==> src/rtl/cfpd_pkg.sv <==
package cfpd_pkg;

  localparam int unsigned CFG_ADDR_W = 5;
  localparam int unsigned CFG_DATA_W = 32;

  typedef enum logic [2:0] {
    REG_KP_GAIN         = 3'd0,
    REG_KD_GAIN         = 3'd1,
    REG_BASE_SPEED      = 3'd2,
    REG_ROTATION_LIMIT  = 3'd3,
    REG_NOISE_THRESHOLD = 3'd4,
    REG_OBSTRUCTED_MM   = 3'd5,
    REG_CLEAR_MM        = 3'd6,
    REG_CERTAINTY_COUNT = 3'd7
  } cfpd_reg_t;

  typedef enum logic [1:0] {
    EV_FOLLOW   = 2'd0,
    EV_OPENING  = 2'd1,
    EV_DEAD_END = 2'd2
  } cfpd_event_t;

  localparam logic [11:0] KP_GAIN_RST         = 12'd15;
  localparam logic [11:0] KD_GAIN_RST         = 12'd422;
  localparam logic [10:0] BASE_SPEED_RST      = 11'd461;
  localparam logic [10:0] ROTATION_LIMIT_RST  = 11'd280;
  localparam logic [11:0] NOISE_THRESHOLD_RST = 12'd100;
  localparam logic [12:0] OBSTRUCTED_MM_RST   = 13'd70;
  localparam logic [12:0] CLEAR_MM_RST        = 13'd120;
  localparam logic [3:0]  CERTAINTY_COUNT_RST = 4'd3;

  localparam logic signed [12:0] SPEED_MAX = 13'sd2047;
  localparam logic signed [12:0] SPEED_MIN = -13'sd2048;

  typedef struct packed {
    logic [11:0] kp_gain;
    logic [11:0] kd_gain;
    logic [10:0] base_speed;
    logic [10:0] rotation_limit;
    logic [11:0] noise_threshold;
    logic [12:0] obstructed_mm;
    logic [12:0] clear_mm;
    logic [3:0]  certainty_count;
  } cfpd_cfg_t;

  typedef struct packed {
    logic signed [11:0] right_speed;
    logic signed [11:0] left_speed;
    logic signed [11:0] steer;
    logic [1:0]         event_res;
  } cfpd_res_t;

endpackage

==> src/rtl/cfpd_in_if.sv <==
interface cfpd_in_if;
  logic        valid;
  logic        ready;
  logic [11:0] right_prox;
  logic [11:0] left_prox;
  logic [12:0] front_dist_mm;
  logic        restart;

  modport source(output valid, right_prox, left_prox, front_dist_mm, restart, input ready);
  modport sink(input valid, right_prox, left_prox, front_dist_mm, restart, output ready);
endinterface

==> src/rtl/cfpd_out_if.sv <==
interface cfpd_out_if;
  logic               valid;
  logic               ready;
  logic signed [11:0] right_speed;
  logic signed [11:0] left_speed;
  logic signed [11:0] steer;
  logic [1:0]         event_res;

  modport source(output valid, right_speed, left_speed, steer, event_res, input ready);
  modport sink(input valid, right_speed, left_speed, steer, event_res, output ready);
endinterface

==> src/rtl/corridor_follow_pd_steering.sv <==
// Channel   Dir  Transfer            Payload
// in_ch     in   valid && ready      right_prox, left_prox, front_dist_mm, restart
// out_ch    out  valid && ready      right_speed, left_speed, steer, event_res
// cfg (APB) in   psel&penable&pwrite 8 registers at 4*i, 32-bit data, pready tied high
//
// Each sample passes from input transfer to result through the input register,
// then through the PD datapath (two multipliers, clamp, saturate) into
// the result register. A new sample can transfer in every cycle unless the output stalls.
// Reset (rst_n low, synchronous) empties both stages, zeroes previous error and
// obstruction count, and loads register defaults.
// A stalled result holds in the result register; the input register keeps
// accepting as long as its sample can advance in the same cycle.
module corridor_follow_pd_steering (
  input  logic                            clk,
  input  logic                            rst_n,
  cfpd_in_if.sink                         in_ch,
  cfpd_out_if.source                      out_ch,
  input  logic                            psel,
  input  logic                            penable,
  input  logic                            pwrite,
  input  logic [cfpd_pkg::CFG_ADDR_W-1:0] paddr,
  input  logic [cfpd_pkg::CFG_DATA_W-1:0] pwdata,
  output logic [cfpd_pkg::CFG_DATA_W-1:0] prdata,
  output logic                            pready
);

  cfpd_pkg::cfpd_cfg_t cfg;
  cfpd_pkg::cfpd_res_t res;

  // Input stage
  logic        s1_valid_r;
  logic [11:0] s1_right_r;
  logic [11:0] s1_left_r;
  logic [12:0] s1_front_r;
  logic        s1_restart_r;

  // Result stage
  logic                out_valid_r;
  cfpd_pkg::cfpd_res_t out_res_r;

  logic in_xfer;
  logic s1_move;

  cfpd_regs u_regs (
    .clk     (clk),
    .rst_n   (rst_n),
    .psel    (psel),
    .penable (penable),
    .pwrite  (pwrite),
    .paddr   (paddr),
    .pwdata  (pwdata),
    .prdata  (prdata),
    .pready  (pready),
    .cfg     (cfg)
  );

  cfpd_core u_core (
    .clk           (clk),
    .rst_n         (rst_n),
    .cfg           (cfg),
    .advance       (s1_move),
    .right_prox    (s1_right_r),
    .left_prox     (s1_left_r),
    .front_dist_mm (s1_front_r),
    .restart       (s1_restart_r),
    .res           (res)
  );

  // Advance the input stage whenever the result register is free or being drained.
  assign s1_move     = s1_valid_r && (!out_valid_r || out_ch.ready);
  assign in_ch.ready = !s1_valid_r || s1_move;
  assign in_xfer     = in_ch.valid && in_ch.ready;

  always_ff @(posedge clk) begin
    if (!rst_n) begin
      s1_valid_r <= 1'b0;
    end else if (in_xfer) begin
      s1_valid_r <= 1'b1;
    end else if (s1_move) begin
      s1_valid_r <= 1'b0;
    end
  end

  // Capture payload only on a transfer; hold otherwise.
  always_ff @(posedge clk) begin
    if (in_xfer) begin
      s1_right_r   <= in_ch.right_prox;
      s1_left_r    <= in_ch.left_prox;
      s1_front_r   <= in_ch.front_dist_mm;
      s1_restart_r <= in_ch.restart;
    end
  end

  always_ff @(posedge clk) begin
    if (!rst_n) begin
      out_valid_r <= 1'b0;
    end else if (s1_move) begin
      out_valid_r <= 1'b1;
    end else if (out_ch.ready) begin
      out_valid_r <= 1'b0;
    end
  end

  always_ff @(posedge clk) begin
    if (s1_move) begin
      out_res_r <= res;
    end
  end

  assign out_ch.valid       = out_valid_r;
  assign out_ch.right_speed = out_res_r.right_speed;
  assign out_ch.left_speed  = out_res_r.left_speed;
  assign out_ch.steer       = out_res_r.steer;
  assign out_ch.event_res   = out_res_r.event_res;

  a_no_overwrite: assert property (@(posedge clk) disable iff (!rst_n)
    out_valid_r && !out_ch.ready |-> !s1_move)
    else $error("pending result overwritten");

  a_stage_fill: assert property (@(posedge clk) disable iff (!rst_n)
    in_xfer |=> s1_valid_r)
    else $error("accepted sample lost from input stage");

  a_result_follows: assert property (@(posedge clk) disable iff (!rst_n)
    s1_move |=> out_valid_r)
    else $error("advanced sample produced no result");

endmodule

==> src/rtl/cfpd_regs.sv <==
module cfpd_regs (
  input  logic                            clk,
  input  logic                            rst_n,
  input  logic                            psel,
  input  logic                            penable,
  input  logic                            pwrite,
  input  logic [cfpd_pkg::CFG_ADDR_W-1:0] paddr,
  input  logic [cfpd_pkg::CFG_DATA_W-1:0] pwdata,
  output logic [cfpd_pkg::CFG_DATA_W-1:0] prdata,
  output logic                            pready,
  output cfpd_pkg::cfpd_cfg_t             cfg
);

  cfpd_pkg::cfpd_cfg_t cfg_r;
  cfpd_pkg::cfpd_reg_t reg_sel;
  logic                wr_en;

  assign pready  = 1'b1;
  assign wr_en   = psel && penable && pwrite;
  assign reg_sel = cfpd_pkg::cfpd_reg_t'(paddr[4:2]);
  assign cfg     = cfg_r;

  always_ff @(posedge clk) begin
    if (!rst_n) begin
      cfg_r.kp_gain         <= cfpd_pkg::KP_GAIN_RST;
      cfg_r.kd_gain         <= cfpd_pkg::KD_GAIN_RST;
      cfg_r.base_speed      <= cfpd_pkg::BASE_SPEED_RST;
      cfg_r.rotation_limit  <= cfpd_pkg::ROTATION_LIMIT_RST;
      cfg_r.noise_threshold <= cfpd_pkg::NOISE_THRESHOLD_RST;
      cfg_r.obstructed_mm   <= cfpd_pkg::OBSTRUCTED_MM_RST;
      cfg_r.clear_mm        <= cfpd_pkg::CLEAR_MM_RST;
      cfg_r.certainty_count <= cfpd_pkg::CERTAINTY_COUNT_RST;
    end else if (wr_en) begin
      case (reg_sel)
        cfpd_pkg::REG_KP_GAIN:         cfg_r.kp_gain         <= pwdata[11:0];
        cfpd_pkg::REG_KD_GAIN:         cfg_r.kd_gain         <= pwdata[11:0];
        cfpd_pkg::REG_BASE_SPEED:      cfg_r.base_speed      <= pwdata[10:0];
        cfpd_pkg::REG_ROTATION_LIMIT:  cfg_r.rotation_limit  <= pwdata[10:0];
        cfpd_pkg::REG_NOISE_THRESHOLD: cfg_r.noise_threshold <= pwdata[11:0];
        cfpd_pkg::REG_OBSTRUCTED_MM:   cfg_r.obstructed_mm   <= pwdata[12:0];
        cfpd_pkg::REG_CLEAR_MM:        cfg_r.clear_mm        <= pwdata[12:0];
        cfpd_pkg::REG_CERTAINTY_COUNT: cfg_r.certainty_count <= pwdata[3:0];
        default: ;
      endcase
    end
  end

  always_comb begin
    prdata = '0;
    case (reg_sel)
      cfpd_pkg::REG_KP_GAIN:         prdata = 32'(cfg_r.kp_gain);
      cfpd_pkg::REG_KD_GAIN:         prdata = 32'(cfg_r.kd_gain);
      cfpd_pkg::REG_BASE_SPEED:      prdata = 32'(cfg_r.base_speed);
      cfpd_pkg::REG_ROTATION_LIMIT:  prdata = 32'(cfg_r.rotation_limit);
      cfpd_pkg::REG_NOISE_THRESHOLD: prdata = 32'(cfg_r.noise_threshold);
      cfpd_pkg::REG_OBSTRUCTED_MM:   prdata = 32'(cfg_r.obstructed_mm);
      cfpd_pkg::REG_CLEAR_MM:        prdata = 32'(cfg_r.clear_mm);
      cfpd_pkg::REG_CERTAINTY_COUNT: prdata = 32'(cfg_r.certainty_count);
      default:                       prdata = '0;
    endcase
  end

endmodule

==> src/rtl/cfpd_core.sv <==
module cfpd_core (
  input  logic                clk,
  input  logic                rst_n,
  input  cfpd_pkg::cfpd_cfg_t cfg,
  input  logic                advance,
  input  logic [11:0]         right_prox,
  input  logic [11:0]         left_prox,
  input  logic [12:0]         front_dist_mm,
  input  logic                restart,
  output cfpd_pkg::cfpd_res_t res
);

  logic signed [12:0] prev_err_r;
  logic [3:0]         obs_cnt_r;
  logic [3:0]         obs_cnt_nxt;

  logic signed [12:0] err;
  logic signed [12:0] prev;
  logic signed [13:0] diff;
  logic signed [25:0] kp_prod;
  logic signed [26:0] kd_prod;
  logic signed [25:0] kp_bias;
  logic signed [26:0] kd_bias;
  logic signed [17:0] kp_term;
  logic signed [18:0] kd_term;
  logic signed [19:0] corr;
  logic signed [19:0] lim;
  logic signed [19:0] corr_cl;
  logic signed [11:0] steer;
  logic signed [12:0] r_sum;
  logic signed [12:0] l_sum;
  cfpd_pkg::cfpd_event_t ev;

  assign err  = $signed({1'b0, right_prox}) - $signed({1'b0, left_prox});
  assign prev = restart ? 13'sd0 : prev_err_r;
  assign diff = 14'(err) - 14'(prev);

  assign kp_prod = $signed({1'b0, cfg.kp_gain}) * err;
  assign kd_prod = $signed({1'b0, cfg.kd_gain}) * diff;

  // Bias negative products so the arithmetic shift truncates toward zero.
  assign kp_bias = kp_prod + (kp_prod[25] ? 26'sd255 : 26'sd0);
  assign kd_bias = kd_prod + (kd_prod[26] ? 27'sd255 : 27'sd0);
  assign kp_term = kp_bias[25:8];
  assign kd_term = kd_bias[26:8];
  assign corr    = 20'(kp_term) + 20'(kd_term);

  assign lim = $signed({9'd0, cfg.rotation_limit});

  always_comb begin
    if (corr > lim) begin
      corr_cl = lim;
    end else if (corr < -lim) begin
      corr_cl = -lim;
    end else begin
      corr_cl = corr;
    end
  end

  assign steer = corr_cl[11:0];
  assign r_sum = $signed({2'b00, cfg.base_speed}) + 13'(steer);
  assign l_sum = $signed({2'b00, cfg.base_speed}) - 13'(steer);

  always_comb begin
    ev          = cfpd_pkg::EV_FOLLOW;
    obs_cnt_nxt = obs_cnt_r;
    if ((right_prox < cfg.noise_threshold) || (left_prox < cfg.noise_threshold)) begin
      ev = cfpd_pkg::EV_OPENING;
    end else if (front_dist_mm <= cfg.obstructed_mm) begin
      if (obs_cnt_r >= cfg.certainty_count) begin
        ev          = cfpd_pkg::EV_DEAD_END;
        obs_cnt_nxt = '0;
      end else begin
        obs_cnt_nxt = obs_cnt_r + 4'd1;
      end
    end else if (front_dist_mm >= cfg.clear_mm) begin
      obs_cnt_nxt = '0;
    end
  end

  always_comb begin
    if (r_sum > cfpd_pkg::SPEED_MAX) begin
      res.right_speed = cfpd_pkg::SPEED_MAX[11:0];
    end else if (r_sum < cfpd_pkg::SPEED_MIN) begin
      res.right_speed = cfpd_pkg::SPEED_MIN[11:0];
    end else begin
      res.right_speed = r_sum[11:0];
    end
    if (l_sum > cfpd_pkg::SPEED_MAX) begin
      res.left_speed = cfpd_pkg::SPEED_MAX[11:0];
    end else if (l_sum < cfpd_pkg::SPEED_MIN) begin
      res.left_speed = cfpd_pkg::SPEED_MIN[11:0];
    end else begin
      res.left_speed = l_sum[11:0];
    end
    res.steer     = steer;
    res.event_res = ev;
  end

  always_ff @(posedge clk) begin
    if (!rst_n) begin
      prev_err_r <= '0;
      obs_cnt_r  <= '0;
    end else if (advance) begin
      prev_err_r <= err;
      obs_cnt_r  <= obs_cnt_nxt;
    end
  end

  a_dead_end_clears: assert property (@(posedge clk) disable iff (!rst_n)
    advance && (ev == cfpd_pkg::EV_DEAD_END) |=> (obs_cnt_r == 4'd0))
    else $error("obstruction count not cleared after dead end");

  a_err_tracks: assert property (@(posedge clk) disable iff (!rst_n)
    advance |=> (prev_err_r == $past(err)))
    else $error("previous error not updated");

  a_state_holds: assert property (@(posedge clk) disable iff (!rst_n)
    !advance |=> ($stable(prev_err_r) && $stable(obs_cnt_r)))
    else $error("state changed without a sample");

  a_steer_limit: assert property (@(posedge clk) disable iff (!rst_n)
    advance |-> ((corr_cl <= lim) && (corr_cl >= -lim)))
    else $error("steer outside rotation limit");

endmodule

==> src/flat_wrapper.sv <==
// flat-port wrapper written by rule: the top's interface ports become plain ports
module corridor_follow_pd_steering_flat 
  (clk, rst_n, psel, penable, pwrite, paddr, pwdata, prdata, pready, in_ch_valid, in_ch_right_prox, in_ch_left_prox, in_ch_front_dist_mm, in_ch_restart, in_ch_ready, out_ch_valid, out_ch_right_speed, out_ch_left_speed, out_ch_steer, out_ch_event_res, out_ch_ready);
  cfpd_in_if in_ch_i ();
  cfpd_out_if out_ch_i ();
  input  logic clk;
  input  logic rst_n;
  input  logic psel;
  input  logic penable;
  input  logic pwrite;
  input  logic [cfpd_pkg::CFG_ADDR_W-1:0] paddr;
  input  logic [cfpd_pkg::CFG_DATA_W-1:0] pwdata;
  output logic [cfpd_pkg::CFG_DATA_W-1:0] prdata;
  output logic pready;
  input wire logic [$bits(in_ch_i.valid)-1:0] in_ch_valid;
  input wire logic [$bits(in_ch_i.right_prox)-1:0] in_ch_right_prox;
  input wire logic [$bits(in_ch_i.left_prox)-1:0] in_ch_left_prox;
  input wire logic [$bits(in_ch_i.front_dist_mm)-1:0] in_ch_front_dist_mm;
  input wire logic [$bits(in_ch_i.restart)-1:0] in_ch_restart;
  output wire logic [$bits(in_ch_i.ready)-1:0] in_ch_ready;
  output wire logic [$bits(out_ch_i.valid)-1:0] out_ch_valid;
  output wire logic [$bits(out_ch_i.right_speed)-1:0] out_ch_right_speed;
  output wire logic [$bits(out_ch_i.left_speed)-1:0] out_ch_left_speed;
  output wire logic [$bits(out_ch_i.steer)-1:0] out_ch_steer;
  output wire logic [$bits(out_ch_i.event_res)-1:0] out_ch_event_res;
  input wire logic [$bits(out_ch_i.ready)-1:0] out_ch_ready;
  assign in_ch_i.valid = in_ch_valid;
  assign in_ch_i.right_prox = in_ch_right_prox;
  assign in_ch_i.left_prox = in_ch_left_prox;
  assign in_ch_i.front_dist_mm = in_ch_front_dist_mm;
  assign in_ch_i.restart = in_ch_restart;
  assign in_ch_ready = in_ch_i.ready;
  assign out_ch_valid = out_ch_i.valid;
  assign out_ch_right_speed = out_ch_i.right_speed;
  assign out_ch_left_speed = out_ch_i.left_speed;
  assign out_ch_steer = out_ch_i.steer;
  assign out_ch_event_res = out_ch_i.event_res;
  assign out_ch_i.ready = out_ch_ready;
  corridor_follow_pd_steering u_core (.clk(clk), .rst_n(rst_n), .in_ch(in_ch_i), .out_ch(out_ch_i), .psel(psel), .penable(penable), .pwrite(pwrite), .paddr(paddr), .pwdata(pwdata), .prdata(prdata), .pready(pready));
endmodule
==> config.mk <==
export PLATFORM = sky130hd
export DESIGN_NAME = corridor_follow_pd_steering_flat
export DESIGN_NICKNAME = d
export VERILOG_FILES = /design/src/rtl/cfpd_pkg.sv /design/src/rtl/cfpd_in_if.sv /design/src/rtl/cfpd_out_if.sv /design/src/rtl/corridor_follow_pd_steering.sv /design/src/rtl/cfpd_regs.sv /design/src/rtl/cfpd_core.sv /design/src/flat_wrapper.sv
export SDC_FILE = /design/constraint.sdc
export NUM_CORES = 1
export LEC_CHECK = 0
export BUFFER_PORTS_ARGS = -buffer_cell sky130_fd_sc_hd__buf_4
export CORE_ASPECT_RATIO = 1.2
export CORE_MARGIN = 10
export CORE_UTILIZATION = 52
export DETAILED_ROUTE_END_ITERATION = 6
export PLACE_DENSITY = 0.75
export SLEW_MARGIN = 10
export SYNTH_ARGS = -nofsm -noshare
export SYNTH_HDL_FRONTEND = slang
export SYNTH_SLANG_ARGS = --single-unit
export TNS_END_PERCENT = 20
==> constraint.sdc <==
create_clock -name clk -period 18.1 [get_ports clk]
set_input_delay 2.715 -clock clk [delete_from_list [all_inputs] [get_ports clk]]
set_output_delay 2.715 -clock clk [all_outputs]
set_load 0.02 [all_outputs]
==> flow_metrics.py <==
metrics = {
    "status": {
        "status": "finished clean",
    },
    "timing": {
        "relSlewSlack_pct": 18.1,
        "tightest_slew_ns": 1.22,
        "max_freq_mhz": 58.6,
        "finalHoldViolations": 0,
        "rsz0062_at_grt": "yes",
        "setup_tns_ns": 0,
        "finalCriticalPeriod_ns": 17.07,
        "period_share_pct": 94.3,
        "finalClockSkew_ns": 0.0170,
        "report.final.slew_viol_count": 0,
        "setup_viol": 0,
    },
    "worst_setup_path": {
        "path_common_cell": "ha_1",
        "cp-start-kind": "flop",
        "cp-end-kind": "flop",
        "crit_path_top_delay_cell": "fa_1",
        "rrSetupSlack_ns": 1.03,
        "worstSetupPathType": "flop to flop",
        "worstPathRequired_ns": 18.29,
        "worst_ep_arrival_time_ns": 17.26,
        "critical_path_peak_fanout": 21,
        "critPathMaxStageDelay_ns": 0.69,
    },
    "route": {
        "drt-pass1-iter-count": 6,
        "maxUsedRoutingLayer": "met4",
        "met1_length_um": 27600,
        "met3_length_um": 4100,
        "vias_per_cell": 5.70,
        "route.vias.total": 21696,
        "drc_errors": 0,
        "wl_met2_um": 35000,
        "drt_iter0_markers": 1557,
        "ant_nets": 0,
        "wirelength_um": 69500,
        "drt-wirelength-per-cell_um": 18.3,
    },
    "cells_and_area": {
        "fin_area_um2": 28300,
        "antennaDiodeCount": 0,
        "final_nets": 3823,
        "layout-drive-gt1-share_pct": 8.65,
        "synthToLayoutAreaGrowth_pct": 8.73,
    },
    "clock_tree": {
        "clk_path_buf_depth": 2,
        "cts_tree": "done",
        "htree_levels": 4,
        "clkSinkCount": 183,
        "cts_buffers": 17,
        "clk_latency_ns": 0.45,
        "hold_buffers": 0,
        "clk_pin_slew_ns": 0.07,
        "clock-root-buffer": "clkbuf_16",
    },
    "yosys": {
        "ys_seq_elements": 183,
        "async_reset_ff_share_pct": 0,
        "netlist_top_cells_area": "fa_1 21%, ha_1 15%, edfxtp_1 8.8%",
        "synth_seq_area_share_pct": 17.0,
        "synth_edf_count": 76,
        "synthFlopType": "dfxtp_1",
        "avgSynthCellArea_um2": 8.46,
        "netlist_area_um2": 26000,
        "yosysTopAreaCell": "fa_1",
        "synth_top_area_share_pct": 20.9,
        "ys_types": 94,
        "synthesis.instances": 3070,
        "synth_warnings": 0,
    },
    "hold_path": {
        "hold_path_class": "flop to flop",
    },
    "global_routing": {
        "overflow": 0,
        "grt_pass1_wl_um": 113000,
        "antenna_found_initial": 0,
        "grt_pass1_vias": 22362,
        "grtUsageTotal_pct": 23.2,
        "grt_start_max_net_pins": 75,
    },
    "floorplan": {
        "start_util_pct": 52.7,
        "core_um2": 49300,
        "dieArea_um2": 59400,
        "die_y_um": 265,
        "die_width_um": 224,
        "io_pins": 155,
        "rows": 89,
    },
    "job": {
        "max_cap_viol_count": 0,
    },
    "placed_design": {
        "placed_area_um2": 27600,
        "place_congestion": 0.933,
        "io_buffer_count": 113,
        "dp.final_hpwl_um": 56900,
    },
}
cell usage in the layout (no fill, tap or decap), types with 31 or more instances in the layout:
cell,synthesis,final
and2_1,122,122
edfxtp_1,76,76
a21oi_1,185,185
dfxtp_1,107,107
and3_1,32,31
nor2_1,129,129
fa_1,271,271
nand2b_1,48,48
inv_1,457,455
o211ai_1,36,36
xnor2_1,98,95
nand2_1,427,426
o21ai_0,74,74
nand3_1,72,72
nor3_1,36,35
a21o_1,43,43
buf_4,22,187
xor2_1,36,35
ha_1,317,317
nor2b_1,44,44
area by class of cell:
cell class | instances | area [um2]
clock buffers | 19 | 433
inverters | 461 | 1730
well taps | 637 | 797
fillers | 4301 | 21100
repair buffers | 188 | 1420
clock inverters | 13 | 123
flip-flops and latches | 183 | 4420
multi-input cells | 2302 | 19300
cell usage after synthesis, types with 5 or more instances:
library cell  instances
nor3_1               36
buf_1                 7
o22a_1                8
mux2i_1              19
nand4_1              21
o21ai_0              74
o31ai_1               8
a22oi_1               8
clkbuf_1            100
xor2_1               36
a21boi_0              7
nand2_1             427
o21ai_1              27
a31oi_1              19
nand3_1              72
o31a_1                6
edfxtp_1             76
and4_1                7
nor2b_1              44
and3_1               32
a21oi_1             185
nor2_1              129
or2_2                 5
fa_1                271
and2_1              122
buf_4                22
dfxtp_1             107
inv_1               457
nand2b_1             48
o22ai_1              13
a211oi_1             16
xnor2_1              98
a21o_1               43
buf_2                 7
a221oi_1              8
o21bai_1              9
o211ai_1             36
a211o_1               8
o21a_1               30
ha_1                317
or3_1                 9
final timing paths:
path | depth (start not counted) | endpoint | from
setup / recovery | 70 | u_core.out_ch.left_speed[4] | u_core.s1_left_r[0]
hold / removal | 2 | u_core.u_core.prev_err_r[4] | u_core.u_core.prev_err_r[4]
setup reg to reg | 70 | u_core.out_ch.left_speed[4] | u_core.s1_left_r[0]
hold reg to reg | 2 | u_core.u_core.prev_err_r[4] | u_core.u_core.prev_err_r[4]
timing repair:
item / CTS / global route
endpoints found under the hold margin: 0 / 0
resized for setup: 0 / 10
setup buffers: 0 / 6
setup endpoints to repair: 0 / 23
stage by stage:
stage	setup slack (ns)	utilization, %	hold slack [ns]	instances
finish	1.03	57.3	0.458	3803
global route	-0.0468	57.3	0.493	3803
CTS	1.01	57.1	0.458	3797
detailed placement	1.12	55.9	0.449	3765
global placement	1.53	55.9	0.445	3765
floorplan	2.74	-	0.437	3088
kinds of logic after synthesis:
family | after synthesis | synth area share (%)
other cells | 2 | 0.0289
fa+ha+maj | 590 | 36.2
mux | 25 | 1.12
simple gates | 977 | 18.0
flops | 183 | 17.0
buf+inv | 603 | 9.14
xor+xnor | 134 | 4.52
compound gates | 556 | 14.0
worst max-delay path: cells and delay by family (launching register included):
kind	cells	cell delay (ns)
flops	1	0.40
mux	1	0.13
buf+inv	8	1.12
fa+ha+maj	14	5.63
simple gates	15	2.66
xor+xnor	2	0.35
compound gates	30	6.54
per-layer routing:
layer  vias up  global-route usage (%)
li1      10254                       -
met1     10524                    27.8
met2       746                    41.3
met3       172                    2.95
met4         0                    9.50
met5         -                       0
state kept, by name (all words and copies together), names as in the netlist:
name / count
u_core.u_core.prev_err_r: 13
u_core.s1_right_r: 12
u_core.out_ch.steer: 12
u_core.s1_restart_r: 1
u_core.s1_valid_r: 1
u_core.u_regs.cfg: 88
u_core.out_ch.right_speed: 12
u_core.out_ch.valid: 1
u_core.u_core.obs_cnt_r: 4
u_core.out_ch.left_speed: 12
u_core.s1_front_r: 13
u_core.s1_left_r: 12
u_core.out_ch.event_res: 2
Power is not shown: default switching activity piles up to over one toggle a cycle in this logic, so the estimate is an artifact.
